$ cat src/sv/lbp_pkg.sv
// shared types, constants and helpers of the lsb-first bit packer
package lbp_pkg;

    localparam int BUFFER_BYTES = 256;
    localparam int ADDR_W       = $clog2(BUFFER_BYTES);
    localparam int QUEUE_DEPTH  = 4;
    localparam int QPTR_W       = $clog2(QUEUE_DEPTH);

    localparam int OP_W       = 2;
    localparam int FW_W       = 6;
    localparam int DATA_W     = 32;
    localparam int BADDR_W    = 8;
    localparam int BITS_W     = 12;
    localparam int BYTES_W    = 9;
    localparam int CFG_DATA_W = 9;
    localparam int CFG_IDX_W  = 1;
    localparam int SPAN_BYTES = 5;

    localparam logic [CFG_IDX_W-1:0] CFG_READ_MODE   = 1'd0;
    localparam logic [CFG_IDX_W-1:0] CFG_BUFFER_SIZE = 1'd1;
    localparam logic [BYTES_W-1:0]   SIZE_RESET      = BYTES_W'(BUFFER_BYTES);

    typedef enum logic [OP_W-1:0] {
        OP_FIELD   = 2'd0,
        OP_LOAD    = 2'd1,
        OP_FETCH   = 2'd2,
        OP_RESTART = 2'd3
    } op_t;

    // what the back end has to do with one item
    typedef enum logic [1:0] {
        K_NONE,
        K_PACK,
        K_UNPACK
    } kind_t;

    typedef enum logic [2:0] {
        BK_IDLE,
        BK_PK_RD,
        BK_PK_WR,
        BK_UP,
        BK_DONE
    } bk_state_t;

    typedef struct packed {
        kind_t               kind;
        logic [ADDR_W-1:0]   base;
        logic [2:0]          off;
        logic [FW_W-1:0]     width;
        logic [DATA_W-1:0]   data;
        logic [BITS_W-1:0]   bits_used;
        logic [BYTES_W-1:0]  bytes_used;
        logic [BITS_W-1:0]   bits_left;
        logic                overflow;
    } cmd_t;

    typedef struct packed {
        logic              we;
        logic [ADDR_W-1:0] waddr;
        logic [7:0]        wdata;
        logic              re;
        logic [ADDR_W-1:0] raddr;
    } ram_req_t;

    function automatic logic [DATA_W-1:0] mask_of(input logic [FW_W-1:0] w);
        logic [DATA_W:0] t;
        t = ({{DATA_W{1'b0}}, 1'b1} << w) - {{DATA_W{1'b0}}, 1'b1};
        return t[DATA_W-1:0];
    endfunction

endpackage

$ cat src/sv/lbp_ifs.sv
// valid/ready channel interfaces for items and results
interface lbp_in_if;
    import lbp_pkg::*;
    logic                valid;
    logic                ready;
    logic [OP_W-1:0]     op;
    logic [FW_W-1:0]     field_width;
    logic [DATA_W-1:0]   data_in;
    logic [BADDR_W-1:0]  byte_address;

    modport source (output valid, op, field_width, data_in, byte_address, input ready);
    modport sink (input valid, op, field_width, data_in, byte_address, output ready);
endinterface

interface lbp_out_if;
    import lbp_pkg::*;
    logic                valid;
    logic                ready;
    logic [DATA_W-1:0]   data_out;
    logic [BITS_W-1:0]   bits_used;
    logic [BYTES_W-1:0]  bytes_used;
    logic [BITS_W-1:0]   bits_left;
    logic                overflow;

    modport source (output valid, data_out, bits_used, bytes_used, bits_left, overflow,
                    input ready);
    modport sink (input valid, data_out, bits_used, bytes_used, bits_left, overflow,
                  output ready);
endinterface

$ cat src/sv/lbp_ram.sv
// generic single-write, single-read ram with registered read data
module lbp_ram #(
    parameter int WIDTH = 8,
    parameter int DEPTH = 256
) (
    input  logic                     clk,
    input  logic                     we,
    input  logic [$clog2(DEPTH)-1:0] waddr,
    input  logic [WIDTH-1:0]         wdata,
    input  logic                     re,
    input  logic [$clog2(DEPTH)-1:0] raddr,
    output logic [WIDTH-1:0]         rdata
);
    logic [WIDTH-1:0] mem [DEPTH];
    logic [WIDTH-1:0] rdata_reg;

    always_ff @(posedge clk)
    begin
        if (we)
        begin
            mem[waddr] <= wdata;
        end
        if (re)
        begin
            rdata_reg <= mem[raddr];
        end
    end

    assign rdata = rdata_reg;
endmodule

$ cat src/sv/lbp_front.sv
// front end: takes items, checks bounds, tracks the bit position, queues commands
module lbp_front (
    input  logic                        clk,
    input  logic                        rst_n,
    lbp_in_if.sink                      in_ch,
    input  logic                        read_mode,
    input  logic [lbp_pkg::BYTES_W-1:0] buffer_size,
    input  logic                        q_full,
    output logic                        push,
    output lbp_pkg::cmd_t               cmd
);
    import lbp_pkg::*;

    logic [BYTES_W-1:0] ptr_reg, ptr_next;
    logic [2:0]         off_reg, off_next;
    logic [BYTES_W-1:0] size_bytes;
    logic [BITS_W-1:0]  size_bits;
    logic [BITS_W-1:0]  pos;
    logic [BITS_W:0]    end_pos;
    logic [BYTES_W-1:0] touched;
    logic [BITS_W-1:0]  used;
    logic               width_ok;
    logic               addr_ovf;

    assign in_ch.ready = !q_full;
    assign push        = in_ch.valid && !q_full;

    always_comb
    begin
        size_bytes = (buffer_size > SIZE_RESET) ? SIZE_RESET : buffer_size;
        size_bits  = {size_bytes, 3'b000};
        pos        = {ptr_reg, off_reg};
        end_pos    = {1'b0, pos} + {{(BITS_W+1-FW_W){1'b0}}, in_ch.field_width};
        touched    = ptr_reg + {{(BYTES_W-1){1'b0}}, (off_reg != 3'd0)};
        width_ok   = in_ch.field_width inside {[6'd1:6'd32]};
        addr_ovf   = {1'b0, in_ch.byte_address} >= size_bytes;
    end

    // classify the item and work out the position it leaves behind
    always_comb
    begin
        ptr_next       = ptr_reg;
        off_next       = off_reg;
        cmd            = '0;
        cmd.kind       = K_NONE;
        cmd.base       = ptr_reg[ADDR_W-1:0];
        cmd.off        = off_reg;
        cmd.width      = in_ch.field_width;
        cmd.data       = in_ch.data_in;
        case (op_t'(in_ch.op))
            OP_FIELD:
            begin
                if (width_ok)
                begin
                    if (end_pos > {1'b0, size_bits})
                    begin
                        cmd.overflow = 1'b1;
                    end
                    else
                    begin
                        cmd.kind = read_mode ? K_UNPACK : K_PACK;
                        ptr_next = end_pos[BITS_W-1:3];
                        off_next = end_pos[2:0];
                    end
                end
            end
            OP_LOAD:
            begin
                cmd.base  = in_ch.byte_address[ADDR_W-1:0];
                cmd.off   = 3'd0;
                cmd.width = FW_W'(8);
                if (addr_ovf)
                begin
                    cmd.overflow = 1'b1;
                end
                else
                begin
                    cmd.kind = K_PACK;
                end
            end
            OP_FETCH:
            begin
                cmd.base  = in_ch.byte_address[ADDR_W-1:0];
                cmd.off   = 3'd0;
                cmd.width = FW_W'(8);
                if (addr_ovf)
                begin
                    cmd.overflow = 1'b1;
                end
                else if (read_mode || ({1'b0, in_ch.byte_address} < touched))
                begin
                    cmd.kind = K_UNPACK;
                end
            end
            OP_RESTART:
            begin
                ptr_next = '0;
                off_next = '0;
            end
            default:
            begin
                cmd.kind = K_NONE;
            end
        endcase
        used           = {ptr_next, off_next};
        cmd.bits_used  = used;
        cmd.bytes_used = ptr_next + {{(BYTES_W-1){1'b0}}, (off_next != 3'd0)};
        cmd.bits_left  = (size_bits > used) ? (size_bits - used) : '0;
    end

    always_ff @(posedge clk or negedge rst_n)
    begin
        if (!rst_n)
        begin
            ptr_reg <= '0;
            off_reg <= '0;
        end
        else if (push)
        begin
            ptr_reg <= ptr_next;
            off_reg <= off_next;
        end
    end
endmodule

$ cat src/sv/lbp_queue.sv
// short command queue between front and back end
module lbp_queue (
    input  logic          clk,
    input  logic          rst_n,
    input  logic          push,
    input  lbp_pkg::cmd_t push_data,
    input  logic          pop,
    output lbp_pkg::cmd_t pop_data,
    output logic          full,
    output logic          empty
);
    import lbp_pkg::*;

    cmd_t              entry_reg [QUEUE_DEPTH];
    logic [QPTR_W-1:0] wr_ptr_reg, rd_ptr_reg;
    logic [QPTR_W:0]   count_reg;

    assign full     = (count_reg == (QPTR_W+1)'(QUEUE_DEPTH));
    assign empty    = (count_reg == '0);
    assign pop_data = entry_reg[rd_ptr_reg];

    always_ff @(posedge clk)
    begin
        if (push)
        begin
            entry_reg[wr_ptr_reg] <= push_data;
        end
    end

    always_ff @(posedge clk or negedge rst_n)
    begin
        if (!rst_n)
        begin
            wr_ptr_reg <= '0;
            rd_ptr_reg <= '0;
            count_reg  <= '0;
        end
        else
        begin
            if (push)
            begin
                wr_ptr_reg <= wr_ptr_reg + 1'b1;
            end
            if (pop)
            begin
                rd_ptr_reg <= rd_ptr_reg + 1'b1;
            end
            if (push && !pop)
            begin
                count_reg <= count_reg + 1'b1;
            end
            else if (pop && !push)
            begin
                count_reg <= count_reg - 1'b1;
            end
        end
    end
endmodule

$ cat src/sv/lbp_back.sv
// back end: byte-serial sequencer over the store ram, builds the result
module lbp_back (
    input  logic             clk,
    input  logic             rst_n,
    input  logic             q_empty,
    input  lbp_pkg::cmd_t    q_data,
    output logic             pop,
    output lbp_pkg::ram_req_t ram_req,
    input  logic [7:0]       ram_rdata,
    lbp_out_if.source        out_ch
);
    import lbp_pkg::*;

    localparam int ACC_W = SPAN_BYTES * 8;

    bk_state_t          state_reg, state_next;
    cmd_t               cmd_reg;
    logic [2:0]         cnt_reg, cnt_next;
    logic [2:0]         iss_reg, iss_next;
    logic               iss_done_reg, iss_done_next;
    logic               rv_reg, rv_next;
    logic [ACC_W-1:0]   acc_reg, acc_next;
    logic               out_valid_reg;
    logic [DATA_W-1:0]  data_out_reg;
    logic [BITS_W-1:0]  bits_used_reg;
    logic [BYTES_W-1:0] bytes_used_reg;
    logic [BITS_W-1:0]  bits_left_reg;
    logic               overflow_reg;

    logic [6:0]         span;
    logic [2:0]         nlast;
    logic [ACC_W-1:0]   shifted;
    logic [ACC_W-1:0]   acc_shr;
    logic [DATA_W-1:0]  result;
    logic               out_free;
    logic               load_out;

    always_comb
    begin
        span     = {4'd0, cmd_reg.off} + {1'b0, cmd_reg.width} - 7'd1;
        nlast    = span[5:3];
        shifted  = {{(ACC_W-DATA_W){1'b0}}, cmd_reg.data & mask_of(cmd_reg.width)}
                   << cmd_reg.off;
        acc_shr  = acc_reg >> cmd_reg.off;
        result   = (cmd_reg.kind == K_UNPACK)
                   ? (acc_shr[DATA_W-1:0] & mask_of(cmd_reg.width)) : '0;
        out_free = !out_valid_reg || out_ch.ready;
    end

    // next state
    always_comb
    begin
        state_next = state_reg;
        case (state_reg)
            BK_IDLE:
            begin
                if (!q_empty)
                begin
                    case (q_data.kind)
                        K_PACK:   state_next = (q_data.off != 3'd0) ? BK_PK_RD : BK_PK_WR;
                        K_UNPACK: state_next = BK_UP;
                        default:  state_next = BK_DONE;
                    endcase
                end
            end
            BK_PK_RD: state_next = BK_PK_WR;
            BK_PK_WR:
            begin
                if (cnt_reg == nlast)
                begin
                    state_next = BK_DONE;
                end
            end
            BK_UP:
            begin
                if (rv_reg && cnt_reg == nlast)
                begin
                    state_next = BK_DONE;
                end
            end
            BK_DONE:
            begin
                if (out_free)
                begin
                    state_next = BK_IDLE;
                end
            end
            default: state_next = BK_IDLE;
        endcase
    end

    // outputs and datapath
    always_comb
    begin
        pop           = 1'b0;
        ram_req       = '0;
        cnt_next      = cnt_reg;
        iss_next      = iss_reg;
        iss_done_next = iss_done_reg;
        rv_next       = 1'b0;
        acc_next      = acc_reg;
        load_out      = 1'b0;
        case (state_reg)
            BK_IDLE:
            begin
                pop           = !q_empty;
                cnt_next      = '0;
                iss_next      = '0;
                iss_done_next = 1'b0;
                acc_next      = '0;
            end
            BK_PK_RD:
            begin
                ram_req.re    = 1'b1;
                ram_req.raddr = cmd_reg.base;
            end
            BK_PK_WR:
            begin
                ram_req.we    = 1'b1;
                ram_req.waddr = cmd_reg.base + ADDR_W'(cnt_reg);
                ram_req.wdata = shifted[cnt_reg*8 +: 8];
                // first byte at a nonzero offset merges with what is there
                if (cnt_reg == 3'd0 && cmd_reg.off != 3'd0)
                begin
                    ram_req.wdata = shifted[7:0] | ram_rdata;
                end
                cnt_next = cnt_reg + 3'd1;
            end
            BK_UP:
            begin
                ram_req.re    = !iss_done_reg;
                ram_req.raddr = cmd_reg.base + ADDR_W'(iss_reg);
                rv_next       = !iss_done_reg;
                if (!iss_done_reg)
                begin
                    if (iss_reg == nlast)
                    begin
                        iss_done_next = 1'b1;
                    end
                    else
                    begin
                        iss_next = iss_reg + 3'd1;
                    end
                end
                if (rv_reg)
                begin
                    acc_next[cnt_reg*8 +: 8] = ram_rdata;
                    cnt_next                 = cnt_reg + 3'd1;
                end
            end
            BK_DONE:
            begin
                load_out = out_free;
            end
            default:
            begin
                pop = 1'b0;
            end
        endcase
    end

    always_ff @(posedge clk)
    begin
        if (pop)
        begin
            cmd_reg <= q_data;
        end
        cnt_reg      <= cnt_next;
        iss_reg      <= iss_next;
        iss_done_reg <= iss_done_next;
        acc_reg      <= acc_next;
        if (load_out)
        begin
            data_out_reg   <= result;
            bits_used_reg  <= cmd_reg.bits_used;
            bytes_used_reg <= cmd_reg.bytes_used;
            bits_left_reg  <= cmd_reg.bits_left;
            overflow_reg   <= cmd_reg.overflow;
        end
    end

    always_ff @(posedge clk or negedge rst_n)
    begin
        if (!rst_n)
        begin
            state_reg     <= BK_IDLE;
            rv_reg        <= 1'b0;
            out_valid_reg <= 1'b0;
        end
        else
        begin
            state_reg <= state_next;
            rv_reg    <= rv_next;
            if (load_out)
            begin
                out_valid_reg <= 1'b1;
            end
            else if (out_ch.ready)
            begin
                out_valid_reg <= 1'b0;
            end
        end
    end

    assign out_ch.valid      = out_valid_reg;
    assign out_ch.data_out   = data_out_reg;
    assign out_ch.bits_used  = bits_used_reg;
    assign out_ch.bytes_used = bytes_used_reg;
    assign out_ch.bits_left  = bits_left_reg;
    assign out_ch.overflow   = overflow_reg;
endmodule

$ cat src/sv/lsb_first_bit_packer.sv
// a result passes from the input through the command queue and then the back end's byte sequence
// to unpack a field the back end reads each store byte it covers, to pack it writes each one
// (reading a partly filled first byte first for the read-modify-write); a load writes one byte,
// a fetch that reads the store reads one, every other op none; the single byte-wide store port
// serialises these; input takes a transfer each cycle until the four-entry command queue fills
// reset clears position, mode (pack), size (256 bytes) and queue; store contents undefined
module lsb_first_bit_packer (
    input  logic                           clk,
    input  logic                           rst_n,
    lbp_in_if.sink                         in_ch,
    lbp_out_if.source                      out_ch,
    input  logic                           cfg_we,
    input  logic [lbp_pkg::CFG_IDX_W-1:0]  cfg_index,
    input  logic [lbp_pkg::CFG_DATA_W-1:0] cfg_data
);
    import lbp_pkg::*;

    // configuration registers
    logic               read_mode_reg;
    logic [BYTES_W-1:0] buffer_size_reg;

    // front to queue
    logic     push;
    cmd_t     push_cmd;
    logic     q_full;

    // queue to back
    logic     pop;
    cmd_t     pop_cmd;
    logic     q_empty;

    // back to store
    ram_req_t   ram_req;
    logic [7:0] ram_rdata;

    // the user must write registers only while the block is idle; the block does not enforce this
    always_ff @(posedge clk or negedge rst_n)
    begin
        if (!rst_n)
        begin
            read_mode_reg   <= 1'b0;
            buffer_size_reg <= SIZE_RESET;
        end
        else if (cfg_we)
        begin
            case (cfg_index)
                CFG_READ_MODE:   read_mode_reg   <= cfg_data[0];
                CFG_BUFFER_SIZE: buffer_size_reg <= cfg_data[BYTES_W-1:0];
                default:         read_mode_reg   <= read_mode_reg;
            endcase
        end
    end

    // front end owns the bit position and resolves overflow and status up front
    lbp_front u_front (
        .clk         (clk),
        .rst_n       (rst_n),
        .in_ch       (in_ch),
        .read_mode   (read_mode_reg),
        .buffer_size (buffer_size_reg),
        .q_full      (q_full),
        .push        (push),
        .cmd         (push_cmd)
    );

    lbp_queue u_queue (
        .clk       (clk),
        .rst_n     (rst_n),
        .push      (push),
        .push_data (push_cmd),
        .pop       (pop),
        .pop_data  (pop_cmd),
        .full      (q_full),
        .empty     (q_empty)
    );

    // back end walks the store one byte per cycle and holds the result register
    lbp_back u_back (
        .clk       (clk),
        .rst_n     (rst_n),
        .q_empty   (q_empty),
        .q_data    (pop_cmd),
        .pop       (pop),
        .ram_req   (ram_req),
        .ram_rdata (ram_rdata),
        .out_ch    (out_ch)
    );

    // byte store
    lbp_ram #(
        .WIDTH (8),
        .DEPTH (BUFFER_BYTES)
    ) u_store (
        .clk   (clk),
        .we    (ram_req.we),
        .waddr (ram_req.waddr),
        .wdata (ram_req.wdata),
        .re    (ram_req.re),
        .raddr (ram_req.raddr),
        .rdata (ram_rdata)
    );
endmodule

$ cat src/flat_wrapper.sv
// flat-port wrapper written by rule: the top's interface ports become plain ports
module lsb_first_bit_packer_flat import lbp_pkg::*;
  (clk, rst_n, cfg_we, cfg_index, cfg_data, in_ch_valid, in_ch_op, in_ch_field_width, in_ch_data_in, in_ch_byte_address, in_ch_ready, out_ch_valid, out_ch_data_out, out_ch_bits_used, out_ch_bytes_used, out_ch_bits_left, out_ch_overflow, out_ch_ready);
  lbp_in_if in_ch_i ();
  lbp_out_if out_ch_i ();
  input  logic clk;
  input  logic rst_n;
  input  logic cfg_we;
  input  logic [lbp_pkg::CFG_IDX_W-1:0] cfg_index;
  input  logic [lbp_pkg::CFG_DATA_W-1:0] cfg_data;
  input wire logic [$bits(in_ch_i.valid)-1:0] in_ch_valid;
  input wire logic [$bits(in_ch_i.op)-1:0] in_ch_op;
  input wire logic [$bits(in_ch_i.field_width)-1:0] in_ch_field_width;
  input wire logic [$bits(in_ch_i.data_in)-1:0] in_ch_data_in;
  input wire logic [$bits(in_ch_i.byte_address)-1:0] in_ch_byte_address;
  output wire logic [$bits(in_ch_i.ready)-1:0] in_ch_ready;
  output wire logic [$bits(out_ch_i.valid)-1:0] out_ch_valid;
  output wire logic [$bits(out_ch_i.data_out)-1:0] out_ch_data_out;
  output wire logic [$bits(out_ch_i.bits_used)-1:0] out_ch_bits_used;
  output wire logic [$bits(out_ch_i.bytes_used)-1:0] out_ch_bytes_used;
  output wire logic [$bits(out_ch_i.bits_left)-1:0] out_ch_bits_left;
  output wire logic [$bits(out_ch_i.overflow)-1:0] out_ch_overflow;
  input wire logic [$bits(out_ch_i.ready)-1:0] out_ch_ready;
  assign in_ch_i.valid = in_ch_valid;
  assign in_ch_i.op = in_ch_op;
  assign in_ch_i.field_width = in_ch_field_width;
  assign in_ch_i.data_in = in_ch_data_in;
  assign in_ch_i.byte_address = in_ch_byte_address;
  assign in_ch_ready = in_ch_i.ready;
  assign out_ch_valid = out_ch_i.valid;
  assign out_ch_data_out = out_ch_i.data_out;
  assign out_ch_bits_used = out_ch_i.bits_used;
  assign out_ch_bytes_used = out_ch_i.bytes_used;
  assign out_ch_bits_left = out_ch_i.bits_left;
  assign out_ch_overflow = out_ch_i.overflow;
  assign out_ch_i.ready = out_ch_ready;
  lsb_first_bit_packer u_core (.clk(clk), .rst_n(rst_n), .in_ch(in_ch_i), .out_ch(out_ch_i), .cfg_we(cfg_we), .cfg_index(cfg_index), .cfg_data(cfg_data));
endmodule
$ cat config.mk
export PLATFORM = sky130hd
export DESIGN_NAME = lsb_first_bit_packer_flat
export DESIGN_NICKNAME = d
export VERILOG_FILES = /design/src/sv/lbp_pkg.sv /design/src/sv/lbp_ifs.sv /design/src/sv/lbp_ram.sv /design/src/sv/lbp_front.sv /design/src/sv/lbp_queue.sv /design/src/sv/lbp_back.sv /design/src/sv/lsb_first_bit_packer.sv /design/src/flat_wrapper.sv
export SDC_FILE = /design/constraint.sdc
export NUM_CORES = 2
export LEC_CHECK = 0
export BUFFER_PORTS_ARGS = -buffer_cell sky130_fd_sc_hd__buf_2
export CAP_MARGIN = 20
export CORE_ASPECT_RATIO = 0.6
export CORE_MARGIN = 4
export CORE_UTILIZATION = 50
export CTS_CLUSTER_DIAMETER = 40
export DETAILED_ROUTE_END_ITERATION = 10
export GPL_TIMING_DRIVEN = 0
export PLACE_DENSITY = 0.66
export SYNTH_ARGS = -nofsm -noshare
export SYNTH_HDL_FRONTEND = slang
export SYNTH_HIERARCHICAL = 1
export SYNTH_SLANG_ARGS = --single-unit
$ cat constraint.sdc
create_clock -name clk -period 21.1 [get_ports clk]
set_clock_uncertainty 0.1 [all_clocks]
set_input_delay 1.055 -clock clk [delete_from_list [all_inputs] [get_ports clk]]
set_output_delay 1.055 -clock clk [all_outputs]
set_load 0.03 [all_outputs]
Word level (Yosys, flattened, before mapping)
Memories as Yosys holds them, arrays and structs flattened. A register that Yosys moved wholly into a read port is not among the register bits.
Cells that the tools add are included.
{"block": "op_classes", "addsub": 16, "order_cmp": 7, "eq_ne": 20, "n_shift": 6, "n_mux": 52, "bitwise": 4, "n_reduce_logical": 33}
{"op": "$pmux 40 s2", "n": 1}
{"op": "$and 32x32->32", "n": 2}
{"op": "$bwmux 40", "n": 1}
{"op": "$mux 40", "n": 1}
{"op": "$shift 8x34->40 const A", "n": 1}
{"op": "$shiftx 40x7->8", "n": 1}
{"op": "$shiftx 8x34->40", "n": 1}
{"op": "$shl 32x3->40", "n": 1}
{"op": "$shr 40x3->32", "n": 1}
{"op": "$pmux 9 s2", "n": 2}
{"op": "$mux 17", "n": 2}
{"op": "$neg 6->34", "n": 1}
{"op": "$mux 3", "n": 11}
{"op": "$shl 1x6->32 const A", "n": 1}
{"op": "$sub 32x1->32 const B", "n": 1}
{"op": "$mux 9", "n": 3}
{"op": "$add 9x1->9", "n": 2}
{"op": "$pmux 3 s2", "n": 3}
{"op": "$add 8x3->8", "n": 2}
{"op": "$mux 1", "n": 15}
{"op": "$pmux 3 s5", "n": 1}
{"op": "$reduce_bool 3->1", "n": 5}
{"op": "$ne 2x2->1 const B", "n": 7}
{"op": "$add 12x6->13", "n": 1}
{"op": "37 further kinds", "n": 71}
{"block": "totals", "reg_bits": 232, "ram_bits": 2388, "in_bits": 63, "wordCells": 168, "memories": 2}
{"name": "u_core.u_store.mem", "words": 256, "width": 8, "rd": 1, "rd_clocked_by_memory_dff": 1, "write_ports": 1, "line": "lbp_ram.sv:14", "text": "logic [WIDTH-1:0] mem [DEPTH];"}
{"name": "u_core.u_queue.entry_reg", "words": 4, "width": 85, "rd": 1, "rd_clocked_by_memory_dff": 0, "write_ports": 1, "line": "lbp_queue.sv:14", "text": "cmd_t entry_reg [QUEUE_DEPTH];"}

Depth between registers and ports, before layout
{"block": "logic_depth", "ltp_word": 9, "ltp_mapped": 27, "depth_no_buf": 25}

Modules after synthesis
Netlist, hierarchy kept.
{"module": "lbp_ram", "n_inst": 1, "cells_each": 3733, "area_each_um2": 79636.4}
{"module": "lbp_queue", "n_inst": 1, "cells_each": 479, "area_each_um2": 12679.7}
{"module": "lbp_back", "n_inst": 1, "cells_each": 1151, "area_each_um2": 12251.8}
{"module": "lbp_front", "n_inst": 1, "cells_each": 410, "area_each_um2": 3166.8}
{"module": "lsb_first_bit_packer", "n_inst": 1, "cells_each": 22, "area_each_um2": 381.6}

Worst setup path after synthesis
OpenSTA, ideal clock, no wires.
{"block": "synth_path", "kind": "register to register", "from": "register u_core/u_back/cmd_reg[71] (netlist name)", "to": "memory u_core.u_store.mem[0][6] (data pin)", "setup_ps": 2808, "t_arrival_ps": 16191, "required_time_ps": 18192, "setup_slack_ps": 2001, "path_stages_with_launch": 16, "n_path_buf": 5, "cell_sequence": "edfxtp_1 -> buf_4 -> buf_4 -> buf_2 -> nor4_2 -> nand2_1 -> ha_1 -> buf_2 -> clkbuf_1 -> nor2_1 -> a41oi_1 -> a21oi_1 -> o22ai_1 -> o21ai_0 -> o221ai_1 -> nor4_1"}
{"element": "from (decl)", "line": "lbp_back.sv:17", "text": "cmd_t cmd_reg;"}
{"element": "from (signal assigned)", "line": "lbp_back.sv:166", "text": "cmd_reg <= q_data;"}
{"element": "to (decl)", "line": "lbp_ram.sv:14"}

==> flow_summary.toml <==
[setup_path]
ff2ff_setup_slack_ns = 13.99
critPathRequiredTime_ns = 21.56
cp_data_arrival_time_ns = 7.57
reg2reg_depth = 16
timing.rr.start = "u_core/u_back/iss_reg[0]$_SDFFCE_PN0P_"
r2r_end = "u_core/u_store/rdata[1]$_DFFE_PP_"
path_class = "reg -> reg"
worst_setup_path_end_kind = "flip-flop"
cp_max_fo = 10
crit_path_start_kind = "flip-flop"

[yosys]
postSynthCellCount = 5795
count_of_flip_flops_with_a_built_in_enable_after_synthesis = 2593
synth-warning-count = 6
synth_compound_gate_area_share_pct = 5.13
largest_family_of_logic_cells_by_synthesized_area = "multiplexers"
syn_nets = 5936
synth-xor-area-share_pct = 0.544
synth-seq-cells = 2627
synth_sequential_area_ratio_pct = 72.8
synth-async-reset-ratio_pct = 1.29
synth.top_cell.area_share_pct = 72.0
simple_gate_fraction_of_synth_area_pct = 4.54
syn-cell-area_mm2 = 0.108
yosys-top-cells-area = "sky130_fd_sc_hd__edfxtp_1 72%, sky130_fd_sc_hd__mux4_2 12%, sky130_fd_sc_hd__mux2i_1 1.7%"
synth_cell_types = 114
synth-adder-area-share_pct = 0.930
synth-main-ff-cell = "sky130_fd_sc_hd__edfxtp_1"
muxShareOfSynthArea_pct = 13.6
synthesis.area_per_instance_um2 = 18.7
synth_top_cell_by_area = "sky130_fd_sc_hd__edfxtp_1"

[power]
intPower_mw = 11.2
cellLeakagePower_nw = 38.6
p_comb_share_pct = 32.2
power.clock.fraction_pct = 25.6
power_per_cell_area_mw_per_mm2 = 140
power_switching_share_pct = 34.9
share_seq_of_total_power_pct = 42.1
worst_ir_drop_vdd_v = 0.000107
switching_power_mw = 6.01
p_total_mw = 17.2

[sta]
achievable-frequency_mhz = 141
finalCriticalPeriod_ns = 7.11
setup_violations = 0
worstMarginPinSlew_ns = 1.53
finalHoldViolations = 0
rsz0062_at_grt = "no"
relSlewSlack_pct = -1.73
setup_total_negative_slack_ns = 0
finalHoldWorstSlack_ns = 0.253
period_share_pct = 33.7
slew_violations = 1

[clock_tree]
clk_pin_slew_worst_paths_ns = 0.06
tritoncts = "yes"
root_buffer = "sky130_fd_sc_hd__clkbuf_16"
clk-insertion-delay-late_ns = 0.90
htree_levels = 4
cts_num_sinks = 2627
cts_max_path_buffers = 4
tritoncts_buffer_count = 244
postCtsSetupRepairBufs = 0
post_cts.resized_instances = 0
cts_hold_repair.buffers = 0

[layout]
drive_gt1_share_pct = 23.3
finish.cell_count_without_fillers = 9381
largest_register_ff_count = 2048
final_net_count = 6452
area_growth_syn_to_layout_pct = 13.5
postLayoutCellArea_mm2 = 0.123
multi_input_area_mm2 = 0.0270
seqCellArea_mm2 = 0.0787
n_fill_cell = 15800

[route]
met3WireLength_um = 62700
avgRoutedWirePerCell_um = 36.8
vias_after_detailed_routing = 63600
drt_pre_antenna_iters = 10
total_wire_length_after_detailed_routing_um = 346000
antenna_left = 0
detail_route.vias_per_cell = 6.78
drc = 0
first_iter_violations = 11400
route.top_layer_used = "met5"
routedLengthMet1_um = 144000
met2_length_um = 129000

[placement]
post_dp_cell_area_mm2 = 0.115
detailed_place_hpwl_um = 251000
io_buffer_count = 98
cells_after_dpl = 8912
finalWeightedCongestion = 1.07

[floorplanning]
initial_core_util_pct = 50.6
floorplan.rows = 131
top_level_ports = 131
die-height_um = 368
floorplan.core_area_mm2 = 0.214
dieWidth_um = 608
design.die.area_mm2 = 0.224

[global_route]
grt_pass1_wl_um = 476000
antenna_found_initial = 23
grt_pass1_vias = 59100
grt_remaining_overflow = 0
grt_max_degree = 85
overall_track_demand_over_capacity_in_global_routing_pct = 30.4

[worst_hold_path]
hold_path.class = "in -> async"

[flow_run]
maxCapViolCount = 0

[outcome]
status = "finished, violations left"
failing_checks = "max-slew violations"
## cell usage after synthesis, types with 11 or more instances
master,n
sky130_fd_sc_hd__xor2_1,23
sky130_fd_sc_hd__a22o_1,11
sky130_fd_sc_hd__buf_8,14
sky130_fd_sc_hd__mux2i_1,187
sky130_fd_sc_hd__mux4_2,553
sky130_fd_sc_hd__buf_6,25
sky130_fd_sc_hd__dfrtp_1,33
sky130_fd_sc_hd__a221oi_1,17
sky130_fd_sc_hd__buf_1,32
sky130_fd_sc_hd__inv_1,65
sky130_fd_sc_hd__clkbuf_1,177
sky130_fd_sc_hd__nand2_1,176
sky130_fd_sc_hd__or2_2,13
sky130_fd_sc_hd__a211oi_1,40
sky130_fd_sc_hd__o21a_1,13
sky130_fd_sc_hd__nor2_1,398
sky130_fd_sc_hd__buf_4,70
sky130_fd_sc_hd__nor2b_1,64
sky130_fd_sc_hd__nor4_1,30
sky130_fd_sc_hd__nand3_1,95
sky130_fd_sc_hd__and2_1,35
sky130_fd_sc_hd__o22ai_1,35
sky130_fd_sc_hd__a31oi_1,13
sky130_fd_sc_hd__nand2b_1,31
sky130_fd_sc_hd__a21oi_1,199
sky130_fd_sc_hd__ha_1,74
sky130_fd_sc_hd__xnor2_1,39
sky130_fd_sc_hd__o221ai_1,50
sky130_fd_sc_hd__mux2_2,32
sky130_fd_sc_hd__nand4_1,23
sky130_fd_sc_hd__o21ai_0,60
sky130_fd_sc_hd__and3_1,11
sky130_fd_sc_hd__a21o_1,28
sky130_fd_sc_hd__nor3_1,69
sky130_fd_sc_hd__nor3b_1,13
sky130_fd_sc_hd__buf_2,62
sky130_fd_sc_hd__o211ai_1,39
sky130_fd_sc_hd__a22oi_1,140
sky130_fd_sc_hd__buf_12,11
sky130_fd_sc_hd__edfxtp_1,2593
## critical path: stages, from the launching register on
cell and delay (ns):
sky130_fd_sc_hd__edfxtp_1 0.51, sky130_fd_sc_hd__ha_1 0.23, sky130_fd_sc_hd__inv_1 0.05, sky130_fd_sc_hd__fa_1 0.41, sky130_fd_sc_hd__xnor2_1 0.17, sky130_fd_sc_hd__mux2i_1 0.10, sky130_fd_sc_hd__nor2_1 0.57, sky130_fd_sc_hd__buf_6 0.25
sky130_fd_sc_hd__buf_2 0.47, sky130_fd_sc_hd__and2_1 0.20, sky130_fd_sc_hd__buf_1 0.70, sky130_fd_sc_hd__clkbuf_1 1.09, sky130_fd_sc_hd__a22oi_1 0.23, sky130_fd_sc_hd__a21oi_1 0.70, sky130_fd_sc_hd__nor4_2 0.11, sky130_fd_sc_hd__buf_4 0.24
sky130_fd_sc_hd__nor4_1 0.61
## final cells by class
cell class              count  share of cell area (%)
flip-flops and latches   2627                    64.2
multi-input cells        2708                    22.0
clock buffers             285                    5.15
well taps                2859                    2.92
repair buffers            270                    2.31
plain buffers             391                    1.93
clock inverters           158                    1.30
inverters                  69                   0.211
diodes                     14                  0.0286
## cells in the final DEF (no fill, tap or decap), drive strengths merged, types with 31 or more instances in the layout
cell    count
xnor2      39
ha         74
o221ai     51
mux2       33
nor3       70
nor4       40
a22oi     140
mux2i     187
nor2b      64
clkbuf    466
nand2b     31
a211oi     41
a21oi     200
clkinv    103
and2       37
inv        89
o21ai      70
nor2      399
edfxtp   2593
dfrtp      33
o22ai      35
mux4      555
o211ai     39
nand3      96
buf       479
nand2     177
## worst max path at each step
stage                                           start                                        end  slack, ns  depth (start not counted)
3_5_place_dp                     in_ch_field_width[0]  u_core/u_queue/entry_reg[2][10]$_DFFE_PP_      13.51                         26
5_1_grt         u_core/u_front/off_reg[0]$_DFFE_PN0P_  u_core/u_queue/entry_reg[3][10]$_DFFE_PP_      13.64                         25
3_3_place_gp      u_core/u_back/cmd_reg[71]$_DFFE_PP_        u_core/u_store/mem[17][6]$_DFFE_PP_     -14.68                         15
4_1_cts         u_core/u_front/off_reg[2]$_DFFE_PN0P_  u_core/u_queue/entry_reg[1][10]$_DFFE_PP_      14.16                         23
6_report       u_core/u_back/iss_reg[0]$_SDFFCE_PN0P_          u_core/u_store/rdata[1]$_DFFE_PP_      13.99                         16
2_1_floorplan     u_core/u_back/cmd_reg[71]$_DFFE_PP_         u_core/u_store/mem[0][6]$_DFFE_PP_       2.00                         15
## stage by stage
step	worst slack [ns]	util (%)
floorplan	2.00	-
global placement	-14.68	52.5
detailed placement	13.51	53.6
CTS	14.16	57.3
global route	13.64	57.4
finish	13.99	57.4
## power groups by stage
stage	sequential [mW]	clock, mW	combinational, mW
after floorplan	7.70	0	2.73
after global placement	8.17	0	4.67
after detailed placement	7.35	0	5.29
after CTS	7.24	4.46	5.30
after global routing	7.27	4.70	5.70
final	7.25	4.41	5.55
## routing by layer
metal  track usage (%)  up-vias
met5             0.681        -
met4              7.02       18
met3              15.1      568
met2              36.8     5108
met1              48.1    33200
li1                  -    24700
## kinds of logic (layout without fill, tap and decap cells)
logic type	count (synthesis)	in the layout
xor+xnor	64	64
mux	775	775
simple gates	1014	1014
compound gates	777	777
buf+inv	460	1173
other cells	0	14
fa+ha+maj	78	78
flops	2627	2627
Note: power is estimated with default switching activity, not from simulation.
